**config.mk**
```make
export PLATFORM = sky130hd
export DESIGN_NAME = trial_division_primality_top
export DESIGN_NICKNAME = d
export VERILOG_FILES = /design/src/design/tdp_pkg.sv /design/src/design/tdp_rem.sv /design/src/design/trial_division_primality_top.sv
export SDC_FILE = /design/constraint.sdc
export NUM_CORES = 1
export LEC_CHECK = 0
export ABC_CLOCK_PERIOD_IN_PS = 11970
export BUFFER_PORTS_ARGS = -buffer_cell sky130_fd_sc_hd__buf_2
export CAP_MARGIN = 20
export CORE_MARGIN = 2
export CORE_UTILIZATION = 60
export DETAILED_ROUTE_END_ITERATION = 7
export PLACE_DENSITY_LB_ADDON = 0.25
export SYNTH_ARGS = -nofsm -noshare
export SYNTH_HDL_FRONTEND = slang
export SYNTH_SLANG_ARGS = --single-unit
export TNS_END_PERCENT = 5
```
**constraint.sdc**
```tcl
create_clock -name clk -period 11.97 [get_ports clk]
set_clock_uncertainty 0.1 [all_clocks]
set_input_delay 1.197 -clock clk [delete_from_list [all_inputs] [get_ports clk]]
set_output_delay 1.197 -clock clk [all_outputs]
set_load 0.005 [all_outputs]
```
**src/design/tdp_pkg.sv**
```systemverilog
// ----------------------------------------------------------------------------
// tdp_pkg: shared definitions for the trial division primality block
// Widths, divisor constants, state encoding and the remainder unit interface.
// ----------------------------------------------------------------------------
package tdp_pkg;

    localparam int VALUE_WIDTH = 32;
    localparam int DATA_WIDTH  = ((VALUE_WIDTH + 7) / 8) * 8;
    localparam int SQ_WIDTH    = VALUE_WIDTH + 2;
    localparam int CNT_WIDTH   = $clog2(VALUE_WIDTH + 1);

    localparam int FIRST_DIV   = 5;
    localparam int DIV_STEP    = 6;
    localparam int PAIR_OFFSET = 2;
    localparam int THIRD_DIV   = 3;

    // The square of d grows by 12*d + 36 per pass; that increment grows by 72.
    localparam int FIRST_SQ    = FIRST_DIV * FIRST_DIV;
    localparam int FIRST_INC   = 2 * DIV_STEP * FIRST_DIV + DIV_STEP * DIV_STEP;
    localparam int INC_STEP    = 2 * DIV_STEP * DIV_STEP;

    typedef logic [VALUE_WIDTH-1:0] value_t;
    typedef logic [SQ_WIDTH-1:0]    square_t;

    typedef struct packed {
        logic   start;
        value_t dividend;
        value_t divisor;
    } rem_req_t;

    typedef struct packed {
        logic done;
        logic zero;
    } rem_status_t;

    typedef enum logic [3:0] {
        ST_IDLE,
        ST_CHECK,
        ST_WAIT3,
        ST_LOOP,
        ST_WAIT_D,
        ST_WAIT_D2,
        ST_DONE
    } state_t;

endpackage

```
**src/design/tdp_rem.sv**
```systemverilog
// ----------------------------------------------------------------------------
// tdp_rem: bit-serial remainder unit
// Restoring division that shifts in one dividend bit per cycle and reports
// whether the remainder is zero.
// ----------------------------------------------------------------------------
module tdp_rem
    import tdp_pkg::*;
(
    input  logic        clk,
    input  logic        rst_n,
    input  rem_req_t    req,
    output rem_status_t status
);

    logic                 active_reg, active_next;
    logic                 done_reg, done_next;
    logic [CNT_WIDTH-1:0] cnt_reg, cnt_next;
    value_t               dvd_reg, dvd_next;
    value_t               div_reg, div_next;
    value_t               rem_reg, rem_next;
    logic [VALUE_WIDTH:0] shifted;
    logic [VALUE_WIDTH:0] diff;

    always_comb
    begin
        shifted     = {rem_reg, dvd_reg[VALUE_WIDTH-1]};
        diff        = shifted - {1'b0, div_reg};
        active_next = active_reg;
        done_next   = 1'b0;
        cnt_next    = cnt_reg;
        dvd_next    = dvd_reg;
        div_next    = div_reg;
        rem_next    = rem_reg;
        if (req.start)
        begin
            active_next = 1'b1;
            cnt_next    = CNT_WIDTH'(VALUE_WIDTH);
            dvd_next    = req.dividend;
            div_next    = req.divisor;
            rem_next    = '0;
        end
        else if (active_reg)
        begin
            rem_next = diff[VALUE_WIDTH] ? shifted[VALUE_WIDTH-1:0] : diff[VALUE_WIDTH-1:0];
            dvd_next = {dvd_reg[VALUE_WIDTH-2:0], 1'b0};
            cnt_next = cnt_reg - CNT_WIDTH'(1);
            if (cnt_reg == CNT_WIDTH'(1))
            begin
                active_next = 1'b0;
                done_next   = 1'b1;
            end
        end
    end

    always_ff @(posedge clk or negedge rst_n)
    begin
        if (!rst_n)
        begin
            active_reg <= 1'b0;
            done_reg   <= 1'b0;
            cnt_reg    <= '0;
        end
        else
        begin
            active_reg <= active_next;
            done_reg   <= done_next;
            cnt_reg    <= cnt_next;
        end
    end

    always_ff @(posedge clk)
    begin
        dvd_reg <= dvd_next;
        div_reg <= div_next;
        rem_reg <= rem_next;
    end

    assign status.done = done_reg;
    assign status.zero = (rem_reg == '0);

    a_done_not_active: assert property (@(posedge clk) disable iff (!rst_n)
        done_reg |-> !active_reg)
        else $error("remainder done while still shifting");

    a_no_restart: assert property (@(posedge clk) disable iff (!rst_n)
        !(req.start && active_reg))
        else $error("remainder started while busy");

endmodule

```
**src/design/trial_division_primality_top.sv**
```systemverilog
// ----------------------------------------------------------------------------
// trial_division_primality_top: primality test by 6k +/- 1 trial division
// Values settled without a divisor need no remainder; the rest are tried against
// three and then against each divisor pair d, d + 2 in the bit-serial unit,
// one remainder at a time. One word is in work at a time, the next is taken
// in the cycle after the result is registered, and a result that waits on
// m_tready holds the block. Reset (rst_n, asynchronous, active low) empties
// the block and its output.
// ----------------------------------------------------------------------------
module trial_division_primality_top
    import tdp_pkg::*;
(
    input  logic                  clk,
    input  logic                  rst_n,
    input  logic                  s_tvalid,
    output logic                  s_tready,
    input  logic [DATA_WIDTH-1:0] s_tdata,   // value
    output logic                  m_tvalid,
    input  logic                  m_tready,
    output logic [7:0]            m_tdata    // is_prime, then zero fill
);

    state_t      state_reg, state_next;
    value_t      n_reg, n_next;
    value_t      d_reg, d_next;
    square_t     sq_reg, sq_next;
    square_t     inc_reg, inc_next;
    logic        res_reg, res_next;
    logic        out_valid_reg, out_valid_next;
    logic        out_prime_reg, out_prime_next;
    rem_req_t    req;
    rem_status_t status;

    tdp_rem u_rem (
        .clk    (clk),
        .rst_n  (rst_n),
        .req    (req),
        .status (status)
    );

    always_comb
    begin
        state_next     = state_reg;
        n_next         = n_reg;
        d_next         = d_reg;
        sq_next        = sq_reg;
        inc_next       = inc_reg;
        res_next       = res_reg;
        out_valid_next = out_valid_reg;
        out_prime_next = out_prime_reg;
        req.start      = 1'b0;
        req.dividend   = n_reg;
        req.divisor    = VALUE_WIDTH'(THIRD_DIV);
        s_tready       = (state_reg == ST_IDLE);

        if (out_valid_reg && m_tready)
        begin
            out_valid_next = 1'b0;
        end

        unique case (state_reg)
            ST_IDLE:
            begin
                if (s_tvalid)
                begin
                    n_next     = s_tdata[VALUE_WIDTH-1:0];
                    state_next = ST_CHECK;
                end
            end
            ST_CHECK:
            begin
                d_next   = VALUE_WIDTH'(FIRST_DIV);
                sq_next  = SQ_WIDTH'(FIRST_SQ);
                inc_next = SQ_WIDTH'(FIRST_INC);
                if (n_reg[VALUE_WIDTH-1] || n_reg <= VALUE_WIDTH'(1))
                begin
                    res_next   = 1'b0;
                    state_next = ST_DONE;
                end
                else if (n_reg <= VALUE_WIDTH'(THIRD_DIV))
                begin
                    res_next   = 1'b1;
                    state_next = ST_DONE;
                end
                else if (!n_reg[0])
                begin
                    res_next   = 1'b0;
                    state_next = ST_DONE;
                end
                else
                begin
                    req.start  = 1'b1;
                    state_next = ST_WAIT3;
                end
            end
            ST_WAIT3:
            begin
                if (status.done)
                begin
                    if (status.zero)
                    begin
                        res_next   = 1'b0;
                        state_next = ST_DONE;
                    end
                    else
                    begin
                        state_next = ST_LOOP;
                    end
                end
            end
            ST_LOOP:
            begin
                if (sq_reg > SQ_WIDTH'(n_reg))
                begin
                    res_next   = 1'b1;
                    state_next = ST_DONE;
                end
                else
                begin
                    req.start   = 1'b1;
                    req.divisor = d_reg;
                    state_next  = ST_WAIT_D;
                end
            end
            ST_WAIT_D:
            begin
                req.divisor = d_reg + VALUE_WIDTH'(PAIR_OFFSET);
                if (status.done)
                begin
                    if (status.zero)
                    begin
                        res_next   = 1'b0;
                        state_next = ST_DONE;
                    end
                    else
                    begin
                        req.start  = 1'b1;
                        state_next = ST_WAIT_D2;
                    end
                end
            end
            ST_WAIT_D2:
            begin
                if (status.done)
                begin
                    if (status.zero)
                    begin
                        res_next   = 1'b0;
                        state_next = ST_DONE;
                    end
                    else
                    begin
                        d_next     = d_reg + VALUE_WIDTH'(DIV_STEP);
                        sq_next    = sq_reg + inc_reg;
                        inc_next   = inc_reg + SQ_WIDTH'(INC_STEP);
                        state_next = ST_LOOP;
                    end
                end
            end
            ST_DONE:
            begin
                if (!out_valid_reg || m_tready)
                begin
                    out_valid_next = 1'b1;
                    out_prime_next = res_reg;
                    state_next     = ST_IDLE;
                end
            end
            default:
            begin
                state_next = ST_IDLE;
            end
        endcase
    end

    always_ff @(posedge clk or negedge rst_n)
    begin
        if (!rst_n)
        begin
            state_reg     <= ST_IDLE;
            out_valid_reg <= 1'b0;
        end
        else
        begin
            state_reg     <= state_next;
            out_valid_reg <= out_valid_next;
        end
    end

    always_ff @(posedge clk)
    begin
        n_reg         <= n_next;
        d_reg         <= d_next;
        sq_reg        <= sq_next;
        inc_reg       <= inc_next;
        res_reg       <= res_next;
        out_prime_reg <= out_prime_next;
    end

    assign m_tvalid = out_valid_reg;
    assign m_tdata  = {7'b0, out_prime_reg};

    a_negative_not_prime: assert property (@(posedge clk) disable iff (!rst_n)
        (state_reg == ST_DONE && res_reg) |-> !n_reg[VALUE_WIDTH-1])
        else $error("negative value reported prime");

    a_divisor_odd: assert property (@(posedge clk) disable iff (!rst_n)
        (state_reg == ST_LOOP) |-> d_reg[0])
        else $error("trial divisor is even");

endmodule

```
# Yosys cells after proc, flatten, opt, wreduce, memory -nomap -nowiden
# Index checks and enable logic that the tools add are counted.
[classes]
shift = 0
add_sub_neg = 6
n_mux = 50
reduce_logical = 16
n_div = 0
n_mul = 0
n_eq_ne = 17
bitwise = 0
magnitude_cmp = 3
[ops]
columns = ["operator", "count"]
rows = [
  ["32-bit 2-to-1 mux", 6],
  ["34-bit 2-to-1 mux", 4],
  ["34-bit case mux with 2 select lines", 2],
  ["32-bit case mux with 2 select lines", 2],
  ["34-bit adder", 1],
  ["34-bit by 7-bit adder with 34-bit output, second input constant", 1],
  ["34-bit by 32-bit greater-than comparator with 1-bit output", 1],
  ["33-bit by 32-bit subtractor with 33-bit output", 1],
  ["32-bit by 2-bit adder with 32-bit output, second input constant", 1],
  ["32-bit by 3-bit adder with 32-bit output, second input constant", 1],
  ["32-bit by 1-bit <= comparator with 1-bit output, second input constant", 1],
  ["32-bit by 2-bit <= comparator with 1-bit output, second input constant", 1],
  ["32-bit logical NOT", 1],
  ["4-bit case mux with 6 select lines", 1],
  ["1-bit 2-to-1 mux", 21],
  ["4-bit 2-to-1 mux", 4],
  ["4-bit by 3-bit == test with 1-bit output, second input constant", 3],
  ["3-bit 2-to-1 mux", 4],
  ["6-bit 2-to-1 mux", 2],
  ["2-bit by 1-bit != test with 1-bit output, second input constant", 5],
  ["4-bit by 2-bit == test with 1-bit output, second input constant", 2],
  ["2-bit != test, second input constant", 4],
  ["6-bit by 1-bit == test with 1-bit output, second input constant", 1],
  ["1-bit case mux with 3 select lines", 2],
  ["other kinds (16)", 20],
]
[word_totals]
mem_bits_ro = 0
mem_bits_rw = 0
word_cells = 106
regBits = 243
mem_count = 0
latch_bits = 0

# Logic depth before layout (Yosys ltp)
[depth]
word_depth = 5
ltp_mapped = 14

# Modules after synthesis
# A second synthesis with hierarchy kept.
[hier_totals]
hier_cells = 1547
hier_area_um2 = 14935.6
[by_module_without_submodules]
columns = ["mod", "area_per_inst_um2", "instances", "cells_per_inst", "seq_area_each_um2"]
rows = [
  ["trial_division_primality_top", 8892.3, 1, 931, 3913.8],
  ["tdp_rem", 6043.3, 1, 616, 2762.6],
]

# Least setup slack after synthesis
# OpenSTA, ideal clock, no wires.
[synth_timing]
kind = "reg-to-reg"
from = "reg u_rem.rem_reg[31]"
to = "reg d_reg[10] (enable)"
path_stages_with_launch = 6
slack_ns = 3.495
synth_period_minus_slack_ns = 8.475
path_buffers = 1
t_arrival_ns = 7.689
path_cell_list = "dfxtp_1 clkbuf_1 nor4_1 nand4_1 o21ai_0 a21boi_0"
[synth_via]
elab_chain_cells = 3
[synth_lines]
columns = ["element", "line", "source"]
rows = [
  ["start, declared", "tdp_rem.sv:20", "value_t rem_reg, rem_next;"],
  ["start signal, assigned", "tdp_rem.sv:75", "rem_reg <= rem_next;"],
  ["32-bit logical NOT", "tdp_rem.sv:79", "assign status.zero = (rem_reg == '0);"],
  ["2-bit != test (no source line)", "-", ""],
  ["3-bit AND reduction (no source line)", "-", ""],
  ["end signal, assigned", "trial_division_primality_top.sv:193", "d_reg <= d_next;"],
  ["end, declared", "trial_division_primality_top.sv:25", "value_t d_reg, d_next;"],
]
# Every way passes these cells.
# A chain may end at the register's enable or synchronous reset.

# Worst setup path in the final report
[layout_timing]
from = "reg sq_reg[4]"
to = "reg u_rem.cnt_reg[1]"
[layout_via]
elab_chain_cells = 4
elab_cells_between_ends = 5
cone_classes = "order compare (1); mux (3); reduce/logical (1)"
[layout_lines]
columns = ["element", "line", "source"]
rows = [
  ["start, declared", "trial_division_primality_top.sv:26", "square_t sq_reg, sq_next;"],
  ["start signal, assigned", "trial_division_primality_top.sv:194", "sq_reg <= sq_next;"],
  ["34-bit by 32-bit greater-than comparator with 1-bit output (*)", "trial_division_primality_top.sv:113", "if (sq_reg > SQ_WIDTH'(n_reg))"],
  ["1-bit 2-to-1 mux (*)", "trial_division_primality_top.sv:113", ""],
  ["1-bit case mux with 3 select lines (*)", "trial_division_primality_top.sv:61", "unique case (state_reg)"],
  ["6-bit 2-to-1 mux / 2-bit nonzero test (equally long branches)", "-", ""],
  ["end signal, assigned", "tdp_rem.sv:67", "cnt_reg <= cnt_next;"],
  ["end, declared", "tdp_rem.sv:17", "logic [CNT_WIDTH-1:0] cnt_reg, cnt_next;"],
]
# Mark *: on every way between the ends. The rest lies on a longest branch, timed or not.

==> out/metrics.cfg <==
[synth]
syn_area_per_cell_um2 = 9.51
yosysWarnings = 0
synth_seq_area_share_pct = 45.3
yosysUniqueCellTypes = 75
synth-async-reset-ratio_pct = 5.11
syn_area_um2 = 14700
ys.flop_type = edfxtp_1
synth-seq-cells = 235
synth_edf_count = 191
syn_inst = 1548

[die]
dieWidth_um = 161
fp-row-count = 57
start_util_pct = 60.9
core_um2 = 24200
fp.dieArea_um2 = 25800
chipHeight_um = 161
io_pins = 46

[drt]
vias = 11687
first_iter_violations = 1066
post_drt_wl_per_cell_um = 18.2
drc_errors = 0
wl_mm = 34.7
via_per_inst = 6.13
drtPass1Iterations = 7
postRouteAntennaNets = 0

[timing]
hold_violations = 0
worst_slew_pin_slew_ns = 0.915
timing.fmax_ghz = 0.224
setup_viol = 0
maxSlewHeadroom_pct = 37.4
slew_viol_final = 0
layout_min_cycle_time_ns = 4.46
rsz0062_at_grt = false
fin_crit_sh_pct = 37.2
tns_ns = 0

[clock_tree]
ctsLongestPathBuffers = 3
ctsResizeCount = 0
holdBufCountCts = 0
htreeDepth = 1
cts.sinks = 235
root_buffer = clkbuf_16
clk_latency_ns = 0.53
cts_made_buffers = 27
post_cts_buffers = 0
cts_tree = done
cts.clk_slew.worst_paths_ns = 0.06

[setup_path]
arrival_ns = 4.80
required_ns = 12.31
critPathLaunchType = flop
worstSetupPathType = reg -> reg
r2r_cells = 12
endpoint_kind = flop
crit_path_max_fanout = 74
r2r_slack_ns = 7.51
r2r_start = sq_reg[4]
r2r-end = u_rem.cnt_reg[1]

[global_routing]
grt_pass1_vias = 11279
grt_antenna_before_repair = 0
grt_usage_pct = 26.8
grt_max_degree = 75
grt_pass1_wl_mm = 56.6
grt_overflow = 0

[placement]
dp_hpwl_mm = 25.2
io_buffers = 38
routabilityCongestion = 0.914

[power]
powerDensity_nw_per_um2 = 281
p_leak_nw = 6.42
peakVddDrop_mv = 0.308

[layout]
regArea_um2 = 6680
n_fill_cell = 1859
diodes = 0
area_delta_synth_final_pct = 9.68
final_util_pct = 66.8
drive_gt1_share_pct = 7.07
nets = 1698
multi_input_area_um2 = 7450

[hold_path]
hold_path_depth = 0
hold_end = out_prime_reg
hold_start = res_reg
hp-class = reg -> reg

[run_status]
status = complete, no violations

[run]
cap_violations = 0

## metal layers
metal,track usage [%],vias to the layer above,routed length [um]
met3,3.36,66,2140
met2,43.7,421,16100
met4,7.70,0,851
met5,0,-,0
li1,-,5657,-
met1,38.0,5543,15600
## critical path: stages (launching register included)
cell	delay (ns)
edfxtp_1	0.42
ha_1	0.32
nand2_1	0.05
or4b_1	0.49
nor3_1	0.39
a2111o_1	0.21
a211oi_2	0.09
o21ai_2	0.45
and2_2	0.45
buf_4	0.58
inv_1	0.18
buf_4	0.32
a211oi_1	0.26
## how the worst max path moves through the flow
stage	start	end	slack [ns]	cells past startpoint
floorplan	u_rem.rem_reg[31]	d_reg[10]	3.49	5
global placement	sq_reg[4]	u_rem.cnt_reg[1]	7.61	12
detailed placement	sq_reg[4]	u_rem.cnt_reg[1]	7.56	12
CTS	sq_reg[4]	u_rem.cnt_reg[1]	7.52	12
global route	sq_reg[4]	u_rem.cnt_reg[1]	7.24	12
finish	sq_reg[4]	u_rem.cnt_reg[1]	7.51	12
## report_power, final
| group | total [mW] | internal [mW] | leakage (nW) | switching, mW |
|---|---|---|---|---|
| registers | 1.54 | 1.27 | 2.22 | 0.271 |
| logic | 2.09 | 0.857 | 3.73 | 1.23 |
| clock network | 0.915 | 0.583 | 0.467 | 0.332 |
| total | 4.54 | 2.71 | 6.42 | 1.84 |
## layout by cell type (no fill, tap or decap), drive strengths merged, types with 22 or more instances in the layout
cell type,netlist,layout
nand2,143,143
inv,88,88
and3,23,23
clkbuf,50,28
a31oi,22,22
nor2,151,151
ha,96,96
xnor2,45,45
nor3,31,31
buf,19,50
mux2i,24,24
nand4,29,29
xor2,63,63
a21o,33,33
edfxtp,191,191
nor4,28,28
dfxtp,32,32
o21ai,136,136
a21oi,106,106
nand3,48,48
## kinds of logic after synthesis
family / synth area share, %
adders and majority gates: 8.43
xor gates and xnor gates: 6.60
and+or+nand+nor: 17.5
muxes: 1.71
AOI/OAI and AO/OA: 16.0
other: 0.0510
buffers and inverters: 4.34
DFF: 45.3
## synthesized netlist by cell type (15+ instances only)
cell type,n,area [um^2]
xor2_1,62,543
nand2_1,143,537
nor4_1,28,175
nand3_1,48,240
o21ai_0,132,661
edfxtp_1,191,5740
nor2_1,150,563
a211oi_1,15,113
ha_1,96,1200
a21o_1,33,248
xnor2_1,44,385
dfxtp_1,32,641
nor3_1,30,150
and3_1,23,144
nand4_1,29,181
a21oi_1,105,526
nor2b_1,20,125
inv_1,88,330
a31oi_1,22,138
nand2b_1,19,119
clkbuf_1,50,188
mux2i_1,24,240
## layout make-up
cell class                 count  area share [%]
timing repair buffer          50            1.86
clock buffer                  28            4.21
multi-input combinational   1162            46.1
tap                          324            2.51
clock inverter                21            1.93
sequential                   235            41.3
inverter                      88            2.05
## through the flow
stage / setup slack [ns] / cell area, um^2 / instances / power [mW] / hold WS [ns]
2_1_floorplan: 3.49 / 14700 / 1554 / 3.12 / 0.300
3_3_place_gp: 7.61 / 15100 / 1858 / 3.50 / 0.303
3_5_place_dp: 7.56 / 15200 / 1859 / 3.60 / 0.314
4_1_cts: 7.52 / 16200 / 1908 / 4.53 / 0.328
5_1_grt: 7.24 / 16200 / 1908 / 4.85 / 0.330
6_report: 7.51 / 16200 / 1908 / 4.54 / 0.326
Note: power is estimated with default switching activity, not from simulation.
